`src/hdl/trpd_pkg.sv`:
```
// ----------------------------------------------------------------------------
// TGA RLE pixel decoder package
// Types and fixed codes shared by the decoder and its checker.
// ----------------------------------------------------------------------------
package trpd_pkg;

	// Pixel format codes
	localparam logic [1:0] FMT_16 = 2'd0;
	localparam logic [1:0] FMT_24 = 2'd1;
	localparam logic [1:0] FMT_32 = 2'd2;

	// Register indexes on the configuration port
	localparam logic [1:0] REG_COMPRESSED = 2'd0;
	localparam logic [1:0] REG_FORMAT     = 2'd1;
	localparam logic [1:0] REG_WIDTH      = 2'd2;
	localparam logic [1:0] REG_HEIGHT     = 2'd3;

	// Packet header fields
	localparam int unsigned REPEAT_BIT = 7;
	localparam logic [6:0]  COUNT_MASK = 7'h7F;
	localparam logic [7:0]  ALPHA_OPAQUE = 8'd255;
	localparam logic [3:0]  MIN_WIDTH_LOG2 = 4'd2;

	// Longest segment a single pixel can cause
	localparam int unsigned MAX_RUN = 128;

	typedef struct packed {
		logic [7:0] red;
		logic [7:0] green;
		logic [7:0] blue;
		logic [7:0] alpha;
	} pixel_t;

endpackage

```
`src/hdl/tga_rle_pixel_decoder_top.sv`:
```
// ----------------------------------------------------------------------------
// TGA RLE pixel decoder
// Turns TGA image-data bytes into pixel runs per output row, rows flipped.
// ----------------------------------------------------------------------------
//  channel  handshake                 payload
//  in       in_valid / in_ready       data_byte
//  out      out_valid / out_ready     red green blue alpha column row
//                                     run_length last_segment image_done
//  cfg      psel penable pwrite pready paddr pwdata prdata
//
//  A byte is taken into an input register, then decoded and its first row
//  segment written to the output register: one byte per cycle while no split
//  run is pending and the output can take a segment. A repeat run that crosses
//  rows is split into further segments (up to 32 more at the narrowest width).
//  Reset or any register write restarts decoding at the first pixel; a stalled
//  output holds the current segment and stops any further segment behind it.
// ----------------------------------------------------------------------------
module tga_rle_pixel_decoder_top #(
	parameter int MAX_SIDE_LOG2 = 12
) (
	input  logic        clk,
	input  logic        arst_n,
	// input byte channel
	input  logic        in_valid,
	output logic        in_ready,
	input  logic [7:0]  data_byte,
	// output segment channel
	output logic        out_valid,
	input  logic        out_ready,
	output logic [7:0]  red,
	output logic [7:0]  green,
	output logic [7:0]  blue,
	output logic [7:0]  alpha,
	output logic [11:0] column,
	output logic [11:0] row,
	output logic [7:0]  run_length,
	output logic        last_segment,
	output logic        image_done,
	// configuration port
	input  logic        psel,
	input  logic        penable,
	input  logic        pwrite,
	input  logic [3:0]  paddr,
	input  logic [31:0] pwdata,
	output logic [31:0] prdata,
	output logic        pready
);
	import trpd_pkg::*;

	localparam int AW = (MAX_SIDE_LOG2 + 1 > 12) ? MAX_SIDE_LOG2 + 1 : 12;
	localparam logic [3:0] MAX_LOG2 = 4'(MAX_SIDE_LOG2);

	// configuration registers
	logic       compressed_q;
	logic [1:0] pixel_format_q;
	logic [3:0] width_log2_q;
	logic [3:0] height_log2_q;

	// input register
	logic       valid_s1;
	logic [7:0] byte_s1;

	// decode state
	logic [7:0]               raw_remaining_q;
	logic                     repeat_pending_q;
	logic [7:0]               repeat_count_q;
	logic [1:0]               byte_phase_q;
	logic [23:0]              pixel_bytes_q;
	logic [MAX_SIDE_LOG2-1:0] column_pos_q;
	logic [MAX_SIDE_LOG2:0]   file_row_q;
	logic                     finished_q;

	// pending split run
	logic       run_active_q;
	logic [7:0] run_cnt_q;
	pixel_t     run_pix_q;

	// output register
	logic        out_valid_q;
	pixel_t      out_pix_q;
	logic [11:0] out_col_q;
	logic [11:0] out_row_q;
	logic [7:0]  out_len_q;
	logic        out_last_q;
	logic        out_done_q;

	logic cfg_wr;
	assign cfg_wr = psel && penable && pwrite;
	assign pready = 1'b1;

	// register read back
	always_comb begin
		case (paddr[3:2])
			REG_COMPRESSED: prdata = {31'd0, compressed_q};
			REG_FORMAT:     prdata = {30'd0, pixel_format_q};
			REG_WIDTH:      prdata = {28'd0, width_log2_q};
			REG_HEIGHT:     prdata = {28'd0, height_log2_q};
			default:        prdata = 32'd0;
		endcase
	end

	// classify the byte in the input register
	logic       is_header;
	logic [2:0] nbytes;
	logic       pix_done;
	logic       need_out;
	logic       out_free;
	logic       consume;

	always_comb begin
		case (pixel_format_q)
			FMT_16:  nbytes = 3'd2;
			FMT_24:  nbytes = 3'd3;
			default: nbytes = 3'd4;
		endcase
	end

	assign is_header = compressed_q && (raw_remaining_q == 8'd0) && !repeat_pending_q;
	assign pix_done  = !is_header && ({1'b0, byte_phase_q} + 3'd1 >= nbytes);
	assign need_out  = pix_done && !finished_q;
	assign out_free  = !out_valid_q || out_ready;
	assign consume   = valid_s1 && !run_active_q && (out_free || !need_out);
	assign in_ready  = !valid_s1 || consume;

	// assemble the finished pixel
	pixel_t new_pix;
	always_comb begin
		logic [15:0] c16;
		c16 = {byte_s1, pixel_bytes_q[7:0]};
		case (pixel_format_q)
			FMT_16: begin
				new_pix.red   = {c16[14:10], 3'b000};
				new_pix.green = {c16[9:5], 3'b000};
				new_pix.blue  = {c16[4:0], 3'b000};
				new_pix.alpha = ALPHA_OPAQUE;
			end
			FMT_24: begin
				new_pix.red   = byte_s1;
				new_pix.green = pixel_bytes_q[15:8];
				new_pix.blue  = pixel_bytes_q[7:0];
				new_pix.alpha = ALPHA_OPAQUE;
			end
			default: begin
				new_pix.red   = pixel_bytes_q[23:16];
				new_pix.green = pixel_bytes_q[15:8];
				new_pix.blue  = pixel_bytes_q[7:0];
				new_pix.alpha = byte_s1;
			end
		endcase
	end

	// select the segment source: split run or fresh pixel
	pixel_t     src_pix;
	logic [7:0] src_cnt;
	logic       go;
	assign src_pix = run_active_q ? run_pix_q : new_pix;
	assign src_cnt = run_active_q ? run_cnt_q : (repeat_pending_q ? repeat_count_q : 8'd1);
	assign go      = run_active_q ? out_free : (consume && need_out);

	// clamp image size
	logic [3:0] wl;
	logic [3:0] hl;
	always_comb begin
		wl = width_log2_q;
		if (wl < MIN_WIDTH_LOG2) wl = MIN_WIDTH_LOG2;
		if (wl > MAX_LOG2) wl = MAX_LOG2;
		hl = (height_log2_q > MAX_LOG2) ? MAX_LOG2 : height_log2_q;
	end

	// cut one segment at the row end
	logic [AW-1:0] width_a, height_a, col_a, room_a, cnt_a, seg_a, next_col_a, row_a;
	logic          row_end, done_now;
	logic [7:0]    rem;
	assign width_a    = AW'(1) << wl;
	assign height_a   = AW'(1) << hl;
	assign col_a      = AW'(column_pos_q);
	assign room_a     = width_a - col_a;
	assign cnt_a      = AW'(src_cnt);
	assign seg_a      = (cnt_a < room_a) ? cnt_a : room_a;
	assign next_col_a = col_a + seg_a;
	assign row_end    = (next_col_a == width_a);
	assign done_now   = row_end && (AW'(file_row_q) + AW'(1) == height_a);
	assign row_a      = height_a - AW'(1) - AW'(file_row_q);
	assign rem        = src_cnt - seg_a[7:0];

	// control state, configuration and decode state
	always_ff @(posedge clk or negedge arst_n) begin
		if (!arst_n) begin
			compressed_q     <= 1'b1;
			pixel_format_q   <= FMT_32;
			width_log2_q     <= 4'd8;
			height_log2_q    <= 4'd8;
			valid_s1         <= 1'b0;
			raw_remaining_q  <= 8'd0;
			repeat_pending_q <= 1'b0;
			repeat_count_q   <= 8'd0;
			byte_phase_q     <= 2'd0;
			pixel_bytes_q    <= 24'd0;
			column_pos_q     <= '0;
			file_row_q       <= '0;
			finished_q       <= 1'b0;
			run_active_q     <= 1'b0;
			run_cnt_q        <= 8'd0;
			out_valid_q      <= 1'b0;
		end else begin
			// advance the input register
			if (in_valid && in_ready) valid_s1 <= 1'b1;
			else if (consume) valid_s1 <= 1'b0;

			// advance the output register
			if (go) out_valid_q <= 1'b1;
			else if (out_ready) out_valid_q <= 1'b0;

			if (cfg_wr) begin
				// write a register and restart decoding
				case (paddr[3:2])
					REG_COMPRESSED: compressed_q   <= pwdata[0];
					REG_FORMAT:     pixel_format_q <= pwdata[1:0];
					REG_WIDTH:      width_log2_q   <= pwdata[3:0];
					REG_HEIGHT:     height_log2_q  <= pwdata[3:0];
					default:        compressed_q   <= compressed_q;
				endcase
				raw_remaining_q  <= 8'd0;
				repeat_pending_q <= 1'b0;
				repeat_count_q   <= 8'd0;
				byte_phase_q     <= 2'd0;
				pixel_bytes_q    <= 24'd0;
				column_pos_q     <= '0;
				file_row_q       <= '0;
				finished_q       <= 1'b0;
				run_active_q     <= 1'b0;
				run_cnt_q        <= 8'd0;
			end else begin
				// decode the byte unless the image is full
				if (consume && !finished_q) begin
					if (is_header) begin
						if (byte_s1[REPEAT_BIT]) begin
							repeat_pending_q <= 1'b1;
							repeat_count_q   <= {1'b0, byte_s1[6:0] & COUNT_MASK} + 8'd1;
						end else begin
							raw_remaining_q  <= {1'b0, byte_s1[6:0] & COUNT_MASK} + 8'd1;
						end
						byte_phase_q  <= 2'd0;
						pixel_bytes_q <= 24'd0;
					end else if (!pix_done) begin
						case (byte_phase_q)
							2'd0:    pixel_bytes_q[7:0]   <= byte_s1;
							2'd1:    pixel_bytes_q[15:8]  <= byte_s1;
							default: pixel_bytes_q[23:16] <= byte_s1;
						endcase
						byte_phase_q <= byte_phase_q + 2'd1;
					end else begin
						byte_phase_q  <= 2'd0;
						pixel_bytes_q <= 24'd0;
						if (repeat_pending_q) begin
							repeat_pending_q <= 1'b0;
							repeat_count_q   <= 8'd0;
						end else if (compressed_q && raw_remaining_q != 8'd0) begin
							raw_remaining_q <= raw_remaining_q - 8'd1;
						end
					end
				end

				// step the position and keep any remainder of the run
				if (go) begin
					if (row_end) begin
						column_pos_q <= '0;
						file_row_q   <= file_row_q + (MAX_SIDE_LOG2 + 1)'(1);
					end else begin
						column_pos_q <= next_col_a[MAX_SIDE_LOG2-1:0];
					end
					if (done_now) finished_q <= 1'b1;
					run_active_q <= (rem != 8'd0) && !done_now;
					run_cnt_q    <= rem;
				end
			end
		end
	end

	// payload registers
	always_ff @(posedge clk) begin
		if (in_valid && in_ready) byte_s1 <= data_byte;
		if (go) begin
			run_pix_q  <= src_pix;
			out_pix_q  <= src_pix;
			out_col_q  <= col_a[11:0];
			out_row_q  <= row_a[11:0];
			out_len_q  <= seg_a[7:0];
			out_last_q <= (rem == 8'd0) || done_now;
			out_done_q <= done_now;
		end
	end

	assign out_valid    = out_valid_q;
	assign red          = out_pix_q.red;
	assign green        = out_pix_q.green;
	assign blue         = out_pix_q.blue;
	assign alpha        = out_pix_q.alpha;
	assign column       = out_col_q;
	assign row          = out_row_q;
	assign run_length   = out_len_q;
	assign last_segment = out_last_q;
	assign image_done   = out_done_q;

endmodule

```
`config.mk`:
```
export PLATFORM = sky130hd
export DESIGN_NAME = tga_rle_pixel_decoder_top
export DESIGN_NICKNAME = d
export VERILOG_FILES = /design/src/hdl/trpd_pkg.sv /design/src/hdl/tga_rle_pixel_decoder_top.sv
export SDC_FILE = /design/constraint.sdc
export NUM_CORES = 1
export LEC_CHECK = 0
export BUFFER_PORTS_ARGS = -buffer_cell sky130_fd_sc_hd__buf_2
export CAP_MARGIN = 20
export CORE_MARGIN = 5
export CORE_UTILIZATION = 45
export DETAILED_ROUTE_END_ITERATION = 10
export GPL_ROUTABILITY_DRIVEN = 0
export GPL_TIMING_DRIVEN = 1
export PLACE_DENSITY = 0.74
export SYNTH_ARGS = -nofsm -noshare
export SYNTH_HDL_FRONTEND = slang
export SYNTH_SLANG_ARGS = --single-unit
```
`constraint.sdc`:
```
create_clock -name clk -period 6.4 [get_ports clk]
set_input_delay 0.32 -clock clk [delete_from_list [all_inputs] [get_ports clk]]
set_output_delay 0.32 -clock clk [all_outputs]
set_load 0.01 [all_outputs]
```
==> metrics.txt <==
multiplexer share of the synthesized area=4.662%; status=complete, but fails checks; die area=25840 um^2; critical path launch point type=register; Starting Density=45.44%; CP endpoint=column_pos_q[4]$_DFFE_PN0P_; FFs w/ async S/R, synth=55.15%; met3 usage=4.157%; PD cells=473.2 nW/um^2; crit-path most repeated cell=buf_6; Via Count=8771; max_cap viols=0; violated checks=negative setup slack; max frequency=153.3 MHz; Synth Area in Compound Gates=15.86%; P_leak=5.651 nW; final core utilization=57.29%; Mapped Cells=1008; DIE WIDTH=160.7 um; DR vias/cell=5.744; Simple-Gate Fraction of Synth Area=15.37%; FF-to-FF End=column_pos_q[4]$_DFFE_PN0P_; setup violators final=28; initial antenna violation count=0; slowest stage delay, CP=0.39 ns; synthesized area=10220 um^2; met1 Use GR=27.35%; max-slew violation count=0; Layout area overhead=26.09%; clk sinks=165; antenna fix cells=0; TritonCTS clock tree=done; Pint=0.003594 W; DRC viols=0; worst path required time=6.72 ns; Cell Rows=55; Yosys top cell area share=21.73%; first-pass GRT wire length=44.25 mm; chip height=160.7 um; CP max stage cell=dfrtp_1; xor/xnor share of the synthesized area=5.923%; clock power share=16.9%; CTS root buffer=clkbuf_16; initial detailed-routing violation count=729; most frequent cell after synthesis=dfrtp_1; Reg power frac=29.7%; WHS Path Cells=1; Synth Area per Inst=10.14 um^2; CTS max path bufs=2; Core ar.=22500 um^2; top cells by count, synth=dfrtp_1 (87), nor2_1 (76), edfxtp_1 (74), a21oi_1 (60); Clock Latency Late Sink=0.44 ns; final worst-path cycle share=101.9%; clk_skew=0.01511 ns; hpwl dp=18.82 mm; critical path type=reg -> reg; final hold violation count=0; min setup slack post-route=-0.1220 ns; Hold Slack=0.05807 ns; WP data arrival=6.84 ns; largest net degree at the start of global routing=73; H-tree Lvls=4; flop-to-flop setup slack=-0.12 ns; met2 Usage GRT=34.17%; worst-path fanout max=7; Yosys reg bits=165; Post-synth EDFFs=74; worst hold path class=in -> reg; top_reg_cell synth=dfrtp_1; Combinational Power Share=53.3%; R2R depth=31; Slew @ Worst Pin=0.9117 ns; layout cells sized above 1=29.55%; Tmin final=6.522 ns; Max rail drop VDD=226.1 uV; sequential-to-total area share from yosys stat=44.05%; Yosys warnings=0; Synth Area in Adders=8.003%; NetSw=0.002507 W; final net count=1343; worst setup path startpoint=width_log2_q[0]$_DFFE_PN0P_; synth top area cells=edfxtp_1 (22%), dfrtp_1 (21%), ha_1 (7.2%); ANT nets after route=0; RSZ-0062 raised after global routing=yes; total gr overflow=0; vias in the first global route=8574; TritonRoute pass-1 iters=7; sw frac=41.09%; reg2reg start=width_log2_q[0]$_DFFE_PN0P_; # port buffers=92; unique cell type count in the Yosys netlist=77; total CTS buffers=17; Total Wirelength=27.67 mm; I/O Pins=152; largest family of logic cells by synthesized area=compound AO/OA/AOI/OAI gates; cell taking the most area after synthesis=edfxtp_1; Critical Path End Type=register; Total Routing Usage GR=20.78%; gr busiest metal=met2; DR WL/cell=18.12 um; relative slew slack=39.22%; Clk pin slew, worst setup/hold paths=0.07 ns
==> worst max-delay path, delay by kind of cell, from the launching register on <==
family / cells / cell delay (ns)
multiplexers: 1 / 0.26
AND/OR/NAND/NOR: 7 / 1.26
buffers and inverters: 7 / 0.94
XOR/XNOR: 1 / 0.19
AO/OA/AOI/OAI: 12 / 2.53
flip-flops: 1 / 0.39
adder cells (fa/ha/maj): 3 / 0.83
==> logic make-up (layout without fill, tap and decap cells) <==
| group | count (synthesis) | count (layout) |
|---|---|---|
| adder cells (fa/ha/maj) | 63 | 63 |
| AO/OA/AOI/OAI | 240 | 240 |
| XOR/XNOR | 66 | 66 |
| buffers and inverters | 131 | 330 |
| AND/OR/NAND/NOR | 298 | 299 |
| multiplexers | 43 | 43 |
| other | 2 | 36 |
| flip-flops | 165 | 165 |
==> power groups by stage <==
stage | combinational, W | sequential (W) | clock (W)
floorplan | 0.00180 | 0.00183 | 0
global placement | 0.00272 | 0.00182 | 0
detailed placement | 0.00278 | 0.00184 | 0
CTS | 0.00294 | 0.00182 | 0.00104
global route | 0.00353 | 0.00186 | 0.00109
finish | 0.00325 | 0.00181 | 0.00103
==> state kept, by name, summed over array words and instances (netlist names), 2 cells and up <==
register / flops
alpha: 8
width_log2_q: 4
column_pos_q: 12
file_row_q: 13
raw_remaining_q: 8
byte_s1: 8
red: 8
row: 12
repeat_count_q: 8
blue: 8
run_cnt_q: 8
height_log2_q: 4
column: 12
run_length: 8
pixel_bytes_q: 24
pixel_format_q: 2
green: 8
byte_phase_q: 2
==> metrics by stage <==
stage	setup TNS (ns)	power (W)	instance area, um^2	setup slack [ns]	cells
finish	-2.317	0.006101	12890	-0.1220	1527
global route	-9.764	0.006478	12890	-0.3898	1527
CTS	0	0.005803	12610	0.006180	1517
detailed placement	-8.209	0.004615	11560	-0.4003	1448
global placement	-1.187	0.004547	11560	-0.1269	1448
floorplan	0	0.003633	10380	0.009227	1042
==> worst min path at each step <==
stage	startpoint	to	slack, ns
CTS	data_byte[1]	byte_s1[1]$_DFFE_PP_	0.05
detailed placement	arst_n	run_cnt_q[1]$_DFFE_PN0P_	0.24
global placement	arst_n	run_cnt_q[4]$_DFFE_PN0P_	0.24
floorplan	arst_n	byte_phase_q[0]$_DFFE_PN0P_	0.02
finish	data_byte[6]	byte_s1[6]$_DFFE_PP_	0.06
global route	data_byte[2]	byte_s1[2]$_DFFE_PP_	0.04
==> metal layers <==
layer | vias up | wire (um)
li1 | 4051 | -
met1 | 4252 | 11620
met2 | 369 | 13250
met3 | 99 | 1680
met4 | 0 | 1115
met5 | - | 0
==> repair_timing <==
action	in CTS	in global routing
endpoints found under the hold margin	19	0
resized for setup	40	47
hold buffers	1	0
pin swaps	23	44
buffers inserted	35	13
setup endpoints to repair	29	30
cloned	1	0
==> area by class of cell <==
class                   count  area [um^2]
inverters                  60        225.2
repair buffers            238         1632
fillers                  1813         9610
flip-flops and latches    165         4506
clock inverters            14        152.6
multi-input cells         747         5592
clock buffers              18        429.2
well taps                 285        356.6
==> layout by cell type (no fill, tap or decap), types with 14 or more instances in the layout <==
cell type / synthesis / routed
xor2_1: 22 / 21
a22o_1: 40 / 40
nor2b_1: 23 / 22
nand2_1: 55 / 55
edfxtp_1: 74 / 74
buf_4: 29 / 132
nand3_1: 21 / 20
inv_1: 59 / 56
o21ai_1: 3 / 14
dfrtp_1: 87 / 86
buf_2: 3 / 91
clkbuf_16: 0 / 17
o21ai_0: 53 / 40
conb_1: 2 / 36
mux2_2: 27 / 27
a21oi_1: 60 / 52
nor2_1: 76 / 74
nor3_1: 24 / 23
ha_1: 59 / 49
xnor2_1: 42 / 38
nand2b_1: 19 / 19
Note: power is estimated with default switching activity, not from simulation.
